--- config.mk ---
export PLATFORM = sky130hd
export DESIGN_NAME = chord_key_debouncer_core
export DESIGN_NICKNAME = d
export VERILOG_FILES = /design/src/design/ckd_pkg.sv /design/src/design/chord_key_debouncer_core.sv /design/src/design/ckd_lane.sv /design/src/design/ckd_merge.sv
export SDC_FILE = /design/constraint.sdc
export NUM_CORES = 2
export LEC_CHECK = 0
export BUFFER_PORTS_ARGS = -buffer_cell sky130_fd_sc_hd__buf_4
export CAP_MARGIN = 20
export CELL_PAD_IN_SITES_DETAIL_PLACEMENT = 1
export CELL_PAD_IN_SITES_GLOBAL_PLACEMENT = 1
export CORE_MARGIN = 4
export CORE_UTILIZATION = 40
export CTS_CLUSTER_SIZE = 10
export DETAILED_ROUTE_END_ITERATION = 7
export HOLD_SLACK_MARGIN = 0.15
export PLACE_DENSITY = 0.66
export SYNTH_ARGS = -nofsm -noshare
export SYNTH_HDL_FRONTEND = slang
export SYNTH_HIERARCHICAL = 1
export SYNTH_SLANG_ARGS = --single-unit
--- constraint.sdc ---
create_clock -name clk -period 10.2 [get_ports clk]
set_clock_uncertainty 0.05 [all_clocks]
set_input_delay 2.04 -clock clk [delete_from_list [all_inputs] [get_ports clk]]
set_output_delay 2.04 -clock clk [all_outputs]
set_load 0.01 [all_outputs]
--- src/design/ckd_pkg.sv ---
// Shared types and constants for the chord key debouncer.
// Used by ckd_lane, ckd_merge and chord_key_debouncer_core; no dependencies.
package ckd_pkg;

  localparam int KEY_COUNT_DEF = 40;
  localparam int FIELD_W       = 40;
  localparam int TIME_W        = 16;
  localparam int ADDR_W        = 3;
  localparam int DATA_W        = 32;

  localparam logic [TIME_W-1:0] DEBOUNCE_RST = 16'd50;
  localparam logic [TIME_W-1:0] CHORD_RST    = 16'd500;

  typedef enum logic {
    REG_DEBOUNCE = 1'b0,
    REG_CHORD    = 1'b1
  } reg_idx_t;

  typedef struct packed {
    logic [TIME_W-1:0]  now_time;
    logic [FIELD_W-1:0] raw_keys;
  } in_beat_t;

  typedef struct packed {
    logic [FIELD_W-1:0] pressed_keys;
    logic               chord_seen;
    logic               hold_active;
    logic [FIELD_W-1:0] chord_keys;
  } out_beat_t;

endpackage

--- src/design/chord_key_debouncer_core.sv ---
// Chord key debouncer: takes one key scan per beat (16-bit timer value plus
// 40 raw key bits) and returns one result beat with the debounced pressed
// mask, chord and hold flags and the latched chord mask. Every key has its
// own lane that keeps the time of its last release; all lanes compare in
// parallel and a merge stage updates the masks, so a new scan can be taken
// every cycle while the output is not stalled. The result sits in the state
// registers and out_valid stays high until the beat is taken; a stalled
// output blocks input. Raw bits at or above KEY_COUNT are ignored.
// Depends on ckd_pkg, ckd_lane, ckd_merge.
module chord_key_debouncer_core #(
  parameter int KEY_COUNT = ckd_pkg::KEY_COUNT_DEF
) (
  input  logic                        clk,
  input  logic                        rst_n,
  // scan input
  input  logic                        in_valid,
  output logic                        in_ready,
  input  ckd_pkg::in_beat_t           in_data,
  // result output
  output logic                        out_valid,
  input  logic                        out_ready,
  output ckd_pkg::out_beat_t          out_data,
  // APB-style register port
  input  logic                        psel,
  input  logic                        penable,
  input  logic                        pwrite,
  input  logic [ckd_pkg::ADDR_W-1:0]  paddr,
  input  logic [ckd_pkg::DATA_W-1:0]  pwdata,
  output logic [ckd_pkg::DATA_W-1:0]  prdata,
  output logic                        pready
);

  localparam int CW = (KEY_COUNT > ckd_pkg::FIELD_W) ? KEY_COUNT : ckd_pkg::FIELD_W;

  logic [ckd_pkg::TIME_W-1:0] debounce_r;
  logic [ckd_pkg::TIME_W-1:0] chord_time_r;
  logic                       out_valid_r;
  logic                       in_fire;
  logic                       cfg_wr;
  ckd_pkg::reg_idx_t          reg_sel;
  logic [CW-1:0]              raw_wide;
  logic [KEY_COUNT-1:0]       keys;
  logic                       all_released;
  logic [KEY_COUNT-1:0]       press_hits;
  logic [KEY_COUNT-1:0]       chord_hits;

  // ---- register port ----
  assign pready  = 1'b1;
  assign reg_sel = ckd_pkg::reg_idx_t'(paddr[2]);
  assign cfg_wr  = psel && penable && pwrite;

  always_ff @(posedge clk) begin
    if (!rst_n) begin
      debounce_r   <= ckd_pkg::DEBOUNCE_RST;
      chord_time_r <= ckd_pkg::CHORD_RST;
    end else if (cfg_wr) begin
      unique case (reg_sel)
        ckd_pkg::REG_DEBOUNCE: debounce_r   <= pwdata[ckd_pkg::TIME_W-1:0];
        ckd_pkg::REG_CHORD:    chord_time_r <= pwdata[ckd_pkg::TIME_W-1:0];
        default: ;
      endcase
    end
  end

  always_comb begin
    unique case (reg_sel)
      ckd_pkg::REG_DEBOUNCE: prdata = ckd_pkg::DATA_W'(debounce_r);
      ckd_pkg::REG_CHORD:    prdata = ckd_pkg::DATA_W'(chord_time_r);
      default:               prdata = '0;
    endcase
  end

  // ---- handshake: result held in merge state until taken ----
  assign in_ready = !out_valid_r || out_ready;
  assign in_fire  = in_valid && in_ready;

  always_ff @(posedge clk) begin
    if (!rst_n) begin
      out_valid_r <= 1'b0;
    end else if (in_fire) begin
      out_valid_r <= 1'b1;
    end else if (out_ready) begin
      out_valid_r <= 1'b0;
    end
  end

  assign out_valid = out_valid_r;

  // keys beyond the 40-bit field read as released
  assign raw_wide     = CW'(in_data.raw_keys);
  assign keys         = raw_wide[KEY_COUNT-1:0];
  assign all_released = (keys == '0);

  // ---- per-key lanes ----
  for (genvar k = 0; k < KEY_COUNT; k++) begin : g_lane
    ckd_lane u_lane (
      .clk          (clk),
      .rst_n        (rst_n),
      .step         (in_fire),
      .key_down     (keys[k]),
      .now_time     (in_data.now_time),
      .debounce_time(debounce_r),
      .chord_time   (chord_time_r),
      .press_hit    (press_hits[k]),
      .chord_hit    (chord_hits[k])
    );
  end

  // ---- merge of lane results ----
  ckd_merge #(
    .KEY_COUNT(KEY_COUNT)
  ) u_merge (
    .clk         (clk),
    .rst_n       (rst_n),
    .step        (in_fire),
    .all_released(all_released),
    .press_hits  (press_hits),
    .chord_hits  (chord_hits),
    .result      (out_data)
  );

`ifndef NO_ASSERTIONS
  // hold is only ever set together with or after the chord flag
  a_hold_needs_chord: assert property (@(posedge clk) disable iff (!rst_n)
    out_data.hold_active |-> out_data.chord_seen)
    else $error("hold active without chord flag");

  // latching a chord copies the current pressed mask
  a_latch_copies_mask: assert property (@(posedge clk) disable iff (!rst_n)
    $rose(out_data.hold_active) |-> (out_data.chord_keys == out_data.pressed_keys))
    else $error("latched chord differs from pressed mask");

  // an all-released scan with nonzero debounce leaves nothing pressed
  a_release_clears: assert property (@(posedge clk) disable iff (!rst_n)
    (in_fire && all_released && (debounce_r != '0)) |=> (out_data.pressed_keys == '0))
    else $error("pressed mask not cleared on full release");

  // every accepted scan yields a result beat
  a_fire_gives_result: assert property (@(posedge clk) disable iff (!rst_n)
    in_fire |=> out_valid)
    else $error("accepted scan produced no result");
`endif

endmodule

--- src/design/ckd_lane.sv ---
// One key lane: release stamp register and the two threshold compares.
// Depends on ckd_pkg.
module ckd_lane (
  input  logic                      clk,
  input  logic                      rst_n,
  input  logic                      step,
  input  logic                      key_down,
  input  logic [ckd_pkg::TIME_W-1:0] now_time,
  input  logic [ckd_pkg::TIME_W-1:0] debounce_time,
  input  logic [ckd_pkg::TIME_W-1:0] chord_time,
  output logic                      press_hit,
  output logic                      chord_hit
);

  logic [ckd_pkg::TIME_W-1:0] stamp_r;
  logic [ckd_pkg::TIME_W-1:0] stamp_nxt;
  logic [ckd_pkg::TIME_W-1:0] elapsed;

  // a released key restamps to now, so its elapsed time is zero this beat
  assign stamp_nxt = key_down ? stamp_r : now_time;
  assign elapsed   = now_time - stamp_nxt;   // wraps modulo 2^16
  assign press_hit = (elapsed >= debounce_time);
  assign chord_hit = (elapsed >= chord_time);

  always_ff @(posedge clk) begin
    if (!rst_n) begin
      stamp_r <= '0;
    end else if (step) begin
      stamp_r <= stamp_nxt;
    end
  end

endmodule

--- src/design/ckd_merge.sv ---
// Merge stage: folds lane hits into pressed mask, chord/hold flags and latch.
// Depends on ckd_pkg.
module ckd_merge #(
  parameter int KEY_COUNT = ckd_pkg::KEY_COUNT_DEF
) (
  input  logic                   clk,
  input  logic                   rst_n,
  input  logic                   step,
  input  logic                   all_released,
  input  logic [KEY_COUNT-1:0]   press_hits,
  input  logic [KEY_COUNT-1:0]   chord_hits,
  output ckd_pkg::out_beat_t     result
);

  localparam int CW = (KEY_COUNT > ckd_pkg::FIELD_W) ? KEY_COUNT : ckd_pkg::FIELD_W;

  logic [KEY_COUNT-1:0] pressed_r, pressed_nxt;
  logic [KEY_COUNT-1:0] latched_r, latched_nxt;
  logic                 chord_r, chord_nxt;
  logic                 hold_r, hold_nxt;
  logic                 hold_base;
  logic [CW-1:0]        pressed_wide;
  logic [CW-1:0]        latched_wide;

  always_comb begin
    pressed_nxt = (all_released ? '0 : pressed_r) | press_hits;
    chord_nxt   = (all_released ? 1'b0 : chord_r) | (|chord_hits);
    hold_base   = all_released ? 1'b0 : hold_r;
    latched_nxt = latched_r;
    hold_nxt    = hold_base;
    if (chord_nxt && !hold_base) begin
      latched_nxt = pressed_nxt;
      hold_nxt    = 1'b1;
    end
  end

  always_ff @(posedge clk) begin
    if (!rst_n) begin
      pressed_r <= '0;
      latched_r <= '0;
      chord_r   <= 1'b0;
      hold_r    <= 1'b0;
    end else if (step) begin
      pressed_r <= pressed_nxt;
      latched_r <= latched_nxt;
      chord_r   <= chord_nxt;
      hold_r    <= hold_nxt;
    end
  end

  assign pressed_wide = CW'(pressed_r);
  assign latched_wide = CW'(latched_r);

  assign result.pressed_keys = pressed_wide[ckd_pkg::FIELD_W-1:0];
  assign result.chord_seen   = chord_r;
  assign result.hold_active  = hold_r;
  assign result.chord_keys   = latched_wide[ckd_pkg::FIELD_W-1:0];

endmodule
==> results.md <==
Pwr:
- The power density normalized to cell area is around 150 nW/um^2.
- Of the total power, the clock network draws 0.253.
- Of the total power, the share spent switching nets is 0.426.
- The leakage component of the power is between 50 and 60 nW.
- The register share of total power is 0.215.
- Of the total power, combinational logic draws 0.532.
- Internal power comes to 9.07 mW.
- The worst-case IR drop observed on VDD is ~0.13 mV.
- The net switching power figure is 6.72 mW.

Detailed routing:
- The remaining design rule violation count is 0.
- The detail route stage leaves a number of antenna-violating nets equal to 0.
- In the routed layout, each cell is associated on average with a via count of roughly 6.0.
- The routed design has 378,000 um of wire.
- The per-cell routed wire length is 25.1 um.
- The detailed-routing iteration count for the pre-antenna-repair pass is 5.
- The number of DRC violations after detailed-routing iteration 0 is slightly above 5,000.
- The total number of vias is ~90,000.

Synthesis:
- For this run, the leading register cell type out of synthesis is sky130_fd_sc_hd__dfxtp_1.
- Ranked by total cell area, the synthesized netlist is headed by sky130_fd_sc_hd__ha_1 (25%), sky130_fd_sc_hd__dfxtp_1 (16%), sky130_fd_sc_hd__mux2i_1 (7.3%).
- The share of synthesized flip-flops with an asynchronous set or reset is 0.
- In this run the mean area of a mapped cell was 8.28 um^2.
- Of the synthesized area, sequential elements account for 0.157.
- Counting distinct cell types in the post-synthesis netlist gives 94.
- The area share of the largest cell type after synthesis is 0.249.
- The synthesis-stage register bit count is roughly 760.
- The number of warning messages in the yosys log is 6.
- Of all cell types, the one taking the most synthesized area is sky130_fd_sc_hd__ha_1.
- Synthesis produced around 12,000 cells.
- The number of enable flip-flop cells after synthesis is 0.
- In this run the cell area of the synthesized design comes to 96,300 um^2.

Clock tree:
- For this design, the sink count on the clock tree is ~760.
- The largest buffer count on any clock path is 3.
- The CTS tree is yes.
- Buffers inserted to repair hold after CTS numbered 0.
- Clock-pin slew was measured on the worst setup and hold paths at approximately 0.050 ns.
- In this run the number of H-tree levels came out at 3.
- In this run, post-CTS repair resized a total of 0 instances.
- Clock tree synthesis selected as its root buffer the cell sky130_fd_sc_hd__clkbuf_16.
- In this run, CTS created clock tree buffers numbering 106.
- The buffer count from post-CTS setup fixing is 0.
- Clock latency on the worst-skew pair, taken at its later pin, is approximately 0.79 ns.

Finish:
- In the layout the commonest cells are sky130_fd_sc_hd__ha_1 (1,920), sky130_fd_sc_hd__inv_1 (1,302), sky130_fd_sc_hd__nand2_1 (1,045), sky130_fd_sc_hd__dfxtp_1 (723), sky130_fd_sc_hd__mux2i_1 (704).
- Relative to the synthesized area, the layout overhead comes to 9.50%.
- The final net count is between 10,000 and 15,000.
- The leading cell type in the layout, fill and taps excluded is sky130_fd_sc_hd__ha_1.
- In the final layout, the share of cells above drive strength 1 is 0.0629.

Place:
- Routability-driven placement finished with a final weighted congestion of roughly 0.89.
- Before CTS, the worst setup slack after placement is around 1.7 ns.
- The HPWL reported at the end of detailed placement is about 270,000 um.
- The count of buffers inserted at the top-level ports is between 150 and 200.

STA:
- The number of max-slew violations in the final report is 0.
- The worst slew margin relative to its limit is 0.221.
- Once routing completed, OpenROAD measured the worst setup slack at 2.36 ns.
- The worst path needs just under 8 ns of the cycle, external delays included.
- The final hold violation count is 0.
- Setup repair after global routing left no endpoint under its margin.
- The summed negative setup slack over all endpoints is 0 ns.
- The post-route fraction of the period consumed by the critical path is 0.768.
- The slew at the pin closest to its max-slew limit is between 1 and 1.5 ns.
- The maximum achievable frequency is between 100 and 150 MHz.
- The setup-violating endpoint count in the final report is 0.

Worst setup path:
- The highest net fanout along the worst path is 19.
- The critical path class is primary input to flop.
- The type of element launching the critical path is a primary input.
- STA classifies the critical path endpoint as a flop.
- The arrival time at the worst endpoint is 8.47 ns.
- For the worst setup path, the data required time is 10.83 ns.

Floorplanning:
- In this run the count of I/O pins placed on the die edge is between 200 and 250.
- After floorplanning, the core was sized to cover about 240,000 um^2.
- The floorplan row count is about 180.
- For this configuration, the core starts out at a cell density of 0.403.
- The overall die area is roughly 250,000 um^2.
- The die is 499 um tall.
- The x dimension of the die is 499 um.

Outcome:
- The run finished with clean final reports.

Global routing:
- The total global-route track usage is 0.292.
- The via count of the first global-routing pass came to just over 90,000.
- The total overflow left after global routing is 0.
- The met3 usage in global routing is 0.0304.
- The initial antenna violation count is 22.
- The met2 global-route usage is 0.500.
- The layer with the highest usage is met2.
- The first-pass GRT wire length is about 570,000 um.
- In the global route stage, met1 resource usage came out at 0.372.
- Entering global routing, the biggest net connects 190 pins.

Hold path:
- The classification of the worst-slack hold path is flop to flop.

Run:
- The count of max-cap constraint violations is 0.
## flip-flops by register name, summed over array words and instances (netlist names)
register / cells
u_merge/latched_r: 40
u_merge/chord_r: 1
debounce_r: 16
chord_time_r: 16
g_lane.u_lane/stamp_r: 640
u_merge/pressed_r: 40
u_merge/hold_r: 1
out_valid: 1
## critical path, cell delays in order
cell                       delay (ns)
sky130_fd_sc_hd__buf_4           0.45
sky130_fd_sc_hd__buf_4           0.47
sky130_fd_sc_hd__inv_1           0.11
sky130_fd_sc_hd__o21ai_0         0.26
sky130_fd_sc_hd__ha_1            0.26
sky130_fd_sc_hd__inv_1           0.07
sky130_fd_sc_hd__fa_1            0.41
sky130_fd_sc_hd__a21o_1          0.21
sky130_fd_sc_hd__a31oi_2         0.36
sky130_fd_sc_hd__o21ai_1         0.14
sky130_fd_sc_hd__o211ai_1        0.13
sky130_fd_sc_hd__xnor2_1         0.25
sky130_fd_sc_hd__ha_1            0.33
sky130_fd_sc_hd__a21o_1          0.16
sky130_fd_sc_hd__a21oi_1         0.16
sky130_fd_sc_hd__o211ai_1        0.11
sky130_fd_sc_hd__a41o_1          0.33
sky130_fd_sc_hd__nor4_1          0.71
sky130_fd_sc_hd__nand4_1         0.35
sky130_fd_sc_hd__o311ai_4        0.33
sky130_fd_sc_hd__buf_4           0.47
sky130_fd_sc_hd__mux2i_1         0.24
## layer usage
metal,routed length (um),part of all wire
met1,170000,0.45
met2,175000,0.46
met3,14900,0.039
met4,18300,0.048
met5,17,0.000045
## power by group through the flow
stage                     logic [mW]  clock network, mW  registers, mW
after floorplan                 5.84                  0           3.41
after global placement          7.78                  0           3.44
after detailed placement        8.26                  0           3.46
after CTS                       8.34               4.11           3.39
after global routing            9.36               4.21           3.42
final                           8.40               4.00           3.39
## cell type report
cell class / instances / area [um^2]
multi-input combinational: 9253 / 74900
timing repair buffer: 325 / 2770
clock inverter: 42 / 594
tap: 3167 / 3960
fill: 28504 / 133000
antenna: 12 / 30.0
inverter: 1334 / 5010
clock buffer: 153 / 3000
sequential: 755 / 15200
## worst paths after layout
kind | from | to | slack, ns | depth (start not counted)
worst max-delay path | in_data[40] | u_merge/latched_r[22] | 2.36 | 22
worst min-delay path | u_merge/latched_r[7] | u_merge/latched_r[7] | 0.42 | 2
worst max register to register | g_lane[32].u_lane/stamp_r[4] | u_merge/latched_r[22] | 4.23 | 18
worst min register to register | u_merge/latched_r[7] | u_merge/latched_r[7] | 0.42 | 2
## Yosys cell counts (all sizes together) (122+ instances only)
master,count
ha,1920
inv,1317
nand2,1060
dfxtp,755
mux2i,704
a21oi,621
a21o,603
o211a,582
nor2,479
o21ai,461
xnor2,307
nor2b,302
xor2,223
nand4,171
nor3,156
nand2b,154
buf,153
clkbuf,153
o21a,136
o211ai,131
a31oi,122
## logic make-up after synthesis
logic type      Yosys count  synth area share
fa+ha+maj              1960             0.258
xor+xnor                530            0.0482
mux                     720            0.0750
flops                   755             0.157
simple gates           2708             0.136
other cells               2         0.0000780
compound gates         3318             0.260
buf+inv                1640            0.0667
## through the flow
| step | util | std cells | power [mW] | area, um^2 | hold slack [ns] |
|---|---|---|---|---|---|
| after floorplan | - | 11648 | 9.25 | 96400 | 0.404 |
| after global placement | 0.427 | 14834 | 11.2 | 102000 | 0.400 |
| after detailed placement | 0.427 | 14834 | 11.7 | 102000 | 0.407 |
| after CTS | 0.442 | 15029 | 15.8 | 105000 | 0.421 |
| after global routing | 0.442 | 15036 | 17.0 | 105000 | 0.438 |
| final | 0.442 | 15041 | 15.8 | 105000 | 0.418 |
No activity file was read; power rests on OpenSTA's default activity.
